`src/pairwise_manhattan_distance_sum_defines.svh`:
```
// ----------------------------------------------------------------------------
// Assertion macros for pairwise_manhattan_distance_sum
// Shared property wrappers; clock and reset names are fixed by the project.
// ----------------------------------------------------------------------------
`ifndef PAIRWISE_MANHATTAN_DISTANCE_SUM_DEFINES_SVH
`define PAIRWISE_MANHATTAN_DISTANCE_SUM_DEFINES_SVH

// same-cycle implication
`define PMDS_ASSERT_NOW(lbl, ante, cons) \
   lbl: assert property (@(posedge clock) disable iff (reset) (ante) |-> (cons)) \
      else $error("pmds assertion failed");

// next-cycle implication
`define PMDS_ASSERT_NEXT(lbl, ante, cons) \
   lbl: assert property (@(posedge clock) disable iff (reset) (ante) |=> (cons)) \
      else $error("pmds assertion failed");

`endif

```
`src/pmds_pkg.sv`:
```
// ----------------------------------------------------------------------------
// pmds_pkg
// Shared constants and types for the pairwise Manhattan distance sum block.
// ----------------------------------------------------------------------------
`default_nettype none

package pmds_pkg;

   localparam int MAX_POINTS_DEF = 1024;
   localparam int COORD_BITS_DEF = 32;

   localparam int SUM_BITS = 52;
   localparam int CNT_OUT_BITS = 11;
   localparam logic [SUM_BITS-1:0] SUM_CAP = {SUM_BITS{1'b1}};
   localparam int CNT_OUT_CAP = 2047;

   typedef enum logic [2:0] {
      ST_LOAD,
      ST_OUTER,
      ST_HOLD,
      ST_SCAN,
      ST_DRAIN,
      ST_RESP
   } state_type;

   // control from the sequencer to the accumulator
   typedef struct packed {
      logic valid;
      logic clear;
   } ctl_type;

endpackage

`default_nettype wire

```
`src/pmds_accum.sv`:
```
// ----------------------------------------------------------------------------
// pmds_accum
// Pipelined |dx|+|dy| term and saturating 52-bit accumulator.
// ----------------------------------------------------------------------------
`default_nettype none

module pmds_accum #(
   parameter int COORD_BITS = pmds_pkg::COORD_BITS_DEF
) (
   input  wire                          clock,
   input  wire                          reset,
   input  wire pmds_pkg::ctl_type       ctl,
   input  wire [COORD_BITS-1:0]         xa,
   input  wire [COORD_BITS-1:0]         ya,
   input  wire [COORD_BITS-1:0]         xb,
   input  wire [COORD_BITS-1:0]         yb,
   output logic                         busy,
   output logic [pmds_pkg::SUM_BITS-1:0] acc
);

   localparam int SB = pmds_pkg::SUM_BITS;

   logic [COORD_BITS-1:0] dx_ff, dx_in, dy_ff, dy_in;
   logic [COORD_BITS:0]   term_ff, term_in;
   logic                  v1_ff, v2_ff;
   logic [SB-1:0]         acc_ff;
   logic [SB:0]           sum;

   // offset-binary values: plain unsigned differences
   always_comb begin
      dx_in = (xa >= xb) ? (xa - xb) : (xb - xa);
      dy_in = (ya >= yb) ? (ya - yb) : (yb - ya);
      term_in = {1'b0, dx_ff} + {1'b0, dy_ff};
      sum = {1'b0, acc_ff} + (SB+1)'(term_ff);
   end

   always_ff @(posedge clock) begin
      if (reset) begin
         v1_ff <= 1'b0;
         v2_ff <= 1'b0;
      end else begin
         v1_ff <= ctl.valid;
         v2_ff <= v1_ff;
      end
   end

   always_ff @(posedge clock) begin
      dx_ff <= dx_in;
      dy_ff <= dy_in;
      term_ff <= term_in;
      if (ctl.clear) begin
         acc_ff <= '0;
      end else if (v2_ff) begin
         acc_ff <= sum[SB] ? pmds_pkg::SUM_CAP : sum[SB-1:0];
      end
   end

   assign busy = v1_ff | v2_ff;
   assign acc = acc_ff;

endmodule

`default_nettype wire

```
`config.mk`:
```
export PLATFORM = sky130hd
export DESIGN_NAME = pmds_accum
export DESIGN_NICKNAME = d
export VERILOG_FILES = /design/src/pairwise_manhattan_distance_sum_defines.svh /design/src/pmds_pkg.sv /design/src/pmds_accum.sv
export SDC_FILE = /design/constraint.sdc
export NUM_CORES = 1
export LEC_CHECK = 0
export BUFFER_PORTS_ARGS = -buffer_cell sky130_fd_sc_hd__buf_4
export CAP_MARGIN = 20
export CORE_ASPECT_RATIO = 1.25
export CORE_MARGIN = 1
export CORE_UTILIZATION = 30
export DETAILED_ROUTE_END_ITERATION = 6
export SYNTH_ARGS = -nofsm -noshare
export SYNTH_HDL_FRONTEND = slang
export SYNTH_SLANG_ARGS = --single-unit
```
`constraint.sdc`:
```
create_clock -name clock -period 9 [get_ports clock]
set_input_delay 0.45 -clock clock [delete_from_list [all_inputs] [get_ports clock]]
set_output_delay 0.45 -clock clock [all_outputs]
set_load 0.02 [all_outputs]
```
==> reports/qor_table.md <==
| Quantity | Reported |
|---|---|
| Post-synth net total | 2,196 |
| Worst stage delay on the critical path | 0.44 ns |
| Final Slew Violations | 0 |
| Critical Path, Cell by Cell | ha_1, fa_1, a211oi_1, o21bai_1, o21ai_0, a21oi_1, nor3_2, a211oi_2, buf_4, nand2b_1, o22ai_1, nor2_1 |
| Cell type group with the largest total delay on the critical path | compound AO/OA/AOI/OAI gates |
| Fin nets | 2,310 |
| Overall routed net length | 43,940 um |
| Register bit count reported by yosys | 151 |
| Total vias in the final route | 13.65k |
| Number of buffers added by the clock tree synthesis step | 17 |
| Portion of the post-synthesis area used by sequential elements | 21.04% |
| Die span in y | 246.7 um |
| Gate Count Post-Synth | 1,867 |
| Setup repair bufs after CTS | 0 |
| First-pass iteration count of the detailed router | 5 |
| Post-Synthesis Mean Instance Area | 7.695 um^2 |
| Transition time at the pin with the least slew margin | 0.7246 ns |
| Total chip power | 3.451 mW |
| PD cells | 205.9 nW/um^2 |
| Maximum ir drop on the vdd rail | 0.1608 mV |
| Clock tree from TritonCTS | yes |
| Commonest cells after routing, fill and taps aside | sky130_fd_sc_hd__a21oi_1, sky130_fd_sc_hd__ha_1, sky130_fd_sc_hd__buf_4, sky130_fd_sc_hd__inv_1, sky130_fd_sc_hd__dfxtp_1 |
| Cell count of the worst hold path | 2 |
| Hold path start | reset |
| Largest net degree at the start of global routing | 56 |
| Fraction of layout instances using a drive strength above 1 | 13.14% |
| Congestion Overflow GR | 0 |
| Final ANT Viol Nets | 0 |
| Prevailing post-synth register cell | sky130_fd_sc_hd__dfxtp_1 |
| # setup viols final | 0 |
| Kind of start point of the critical path | flip-flop |
| Category of the worst setup path capture point | flip-flop |
| Result of the run | completed |
| Wire length of the first global-routing pass | 69,690 um |
| Asr flop ratio synth | 0% |
| Crit path arrival time | 4.09 ns |
| Layout overhead on the synthesized area | 16.64% |
| Total Routing Usage GR | 17.85% |
| Relative slew margins | 51.53% |
| Buffers on Ports | 184 |
| CTS max path bufs | 2 |
| Placed cells | 2,598 |
| Clk root buf | sky130_fd_sc_hd__clkbuf_16 |
| Number of library cell types mapped by synthesis | 85 |
| Total of warnings raised by yosys | 0 |
| Cts hold-fix bufs | 0 |
| Data required time of the worst path | 9.31 ns |
| Levels on crit path | 12 |
| Most common library cell in the layout ignoring fill and taps | sky130_fd_sc_hd__a21oi_1 |
| Ratio of final minimum period to clock period | 42.06% |
| Final setup skew | 0.01022 ns |
| Number of hold-slack violations in the final timing report | 0 |
| Fmax | 264.2 MHz |
| TNS Setup | 0 ns |
| Final Wtd Congestion | 0.9012 |
| Crit path max-delay cell type | sky130_fd_sc_hd__fa_1 |
| Number of enable flip-flop cells after synthesis | 0 |
| Footprint of the multi-input gates | 10,320 um^2 |
| Core region area | 47,220 um^2 |
| Number of rows in the core area | 89 |
| Max-capacitance violation count | 0 |
| Post-Layout Cell Count | 2,631 |
| Vias per std cell | 5.186 |
| Startpoint of the most critical register-to-register path | acc[0]$_SDFFE_PP0P_ |
| Reported leakage power | 7.904 nW |
| Register clock-pin slew on the reported worst setup and hold paths | 0.07 ns |
| DPL Wire Length | 36,380 um |
| Antenna Diode Count | 0 |
| Reg2Reg Depth | 12 |
| Area taken by flip-flops and latches | 3024 um^2 |
| Starting density of the core | 30.43% |
| WL/cell | 16.70 um |
| Path class of the lowest-slack min-delay path | input pin to flip-flop |
| DRC marker count from the first detailed-route iteration | 673 |
| Number of top-level design ports | 185 |
| Overall die width | 197.7 um |
| Total Die Area | 48,770 um^2 |
| Number of antenna violations at the first check in global routing | 0 |
| Min cycle time layout | 3.785 ns |
| DRC violation count after routing | 0 |
| CTS H-tree depth | 4 |
| Number of global-route vias before repair | 13.37k |
| Sinks on the clock net | 151 |
| Number of fill cells in the layout | 5,043 |
| Later-pin clock latency in the skew report | 0.44 ns |
| Post-Syn Area | 14,370 um^2 |
| Startpoint of the most critical setup path | acc[0]$_SDFFE_PP0P_ |
| Maximum fanout along the worst path | 26 |
| Unrepaired setup endpoints after global routing | false |
| Buffer and inverter count on the worst path | 1 |
| Count of instances resized after the clock tree is built | 0 |
| Start-to-end type of the worst setup path | flip-flop to flip-flop |
final cells by class:
| cell class | count | area share (%) |
|---|---|---|
| flip-flops and latches | 151 | 18.05 |
| inverters | 169 | 3.786 |
| repair buffers | 187 | 8.497 |
| clock inverters | 13 | 0.6496 |
| clock buffers | 19 | 2.703 |
| well taps | 637 | 4.756 |
| multi-input cells | 1455 | 61.56 |
power by group:
part	internal [mW]	leakage, nW	switching, mW
clock network	0.375	0.275	0.313
logic	0.761	6.37	1.04
registers	0.854	1.26	0.109
total	1.99	7.90	1.46
cells in the mapped netlist, types with 14 or more instances:
cell,number,share of area [%]
sky130_fd_sc_hd__clkbuf_1,64,1.7
sky130_fd_sc_hd__nor3_1,39,1.4
sky130_fd_sc_hd__nand3_1,40,1.4
sky130_fd_sc_hd__o21a_1,26,1.4
sky130_fd_sc_hd__and2_1,14,0.61
sky130_fd_sc_hd__nor2_1,130,3.4
sky130_fd_sc_hd__nor2b_1,16,0.70
sky130_fd_sc_hd__xnor2_1,78,4.8
sky130_fd_sc_hd__xor2_1,45,2.7
sky130_fd_sc_hd__nand2_1,117,3.1
sky130_fd_sc_hd__ha_1,191,17
sky130_fd_sc_hd__a21o_1,80,4.2
sky130_fd_sc_hd__dfxtp_1,151,21
sky130_fd_sc_hd__a211oi_1,28,1.5
sky130_fd_sc_hd__a21oi_1,206,7.2
sky130_fd_sc_hd__mux2i_1,28,2.0
sky130_fd_sc_hd__nand4_1,33,1.4
sky130_fd_sc_hd__a31oi_1,30,1.3
sky130_fd_sc_hd__nand2b_1,19,0.83
sky130_fd_sc_hd__buf_2,19,0.66
sky130_fd_sc_hd__o21ai_0,101,3.5
sky130_fd_sc_hd__and3_1,16,0.70
sky130_fd_sc_hd__o22ai_1,21,0.91
sky130_fd_sc_hd__o21bai_1,39,2.0
sky130_fd_sc_hd__inv_1,168,4.4
sequential cells by signal, summed over array words and instances (netlist names):
name / cells
acc: 52
term_ff: 33
dx_ff: 32
dy_ff: 32
v1_ff: 1
v2_ff: 1
per-stage QoR:
| stage | hold slack [ns] | utilization, % | setup slack (ns) | instance area, um^2 |
|---|---|---|---|---|
| floorplan | 0.4200 | - | 5.870 | 14370 |
| global placement | 0.4425 | 34.24 | 5.143 | 16170 |
| detailed placement | 0.4536 | 34.24 | 5.042 | 16170 |
| CTS | 0.1479 | 35.43 | 5.212 | 16730 |
| global route | 0.1653 | 35.49 | 4.902 | 16760 |
| finish | 0.1701 | 35.49 | 5.215 | 16760 |
cell families after synthesis:
family	Yosys count	synth area share (%)
AO/OA/AOI/OAI	636	28.47
buffers and inverters	261	7.202
AND/OR/NAND/NOR	461	15.55
multiplexers	38	2.761
flip-flops	151	21.04
adder cells (fa/ha/maj)	197	17.47
XOR/XNOR	123	7.499
path summary, 6_finish.rpt:
kind                                              to  slack, ns
worst max-delay path            acc[32]$_SDFFE_PP0P_       5.22
worst min-delay path                v2_ff$_SDFF_PP0_       0.17
worst max register to register  acc[32]$_SDFFE_PP0P_       5.22
worst min register to register      v2_ff$_SDFF_PP0_       0.46
routing by layer:
layer	part of all wire [%]	GRT usage, %	routed length (um)
met1	43	21.08	18790
met2	51	32.60	22200
met3	3.5	1.814	1538
met4	3.2	7.296	1417
met5	0	0	0
Note: power is estimated with default switching activity, not from simulation.
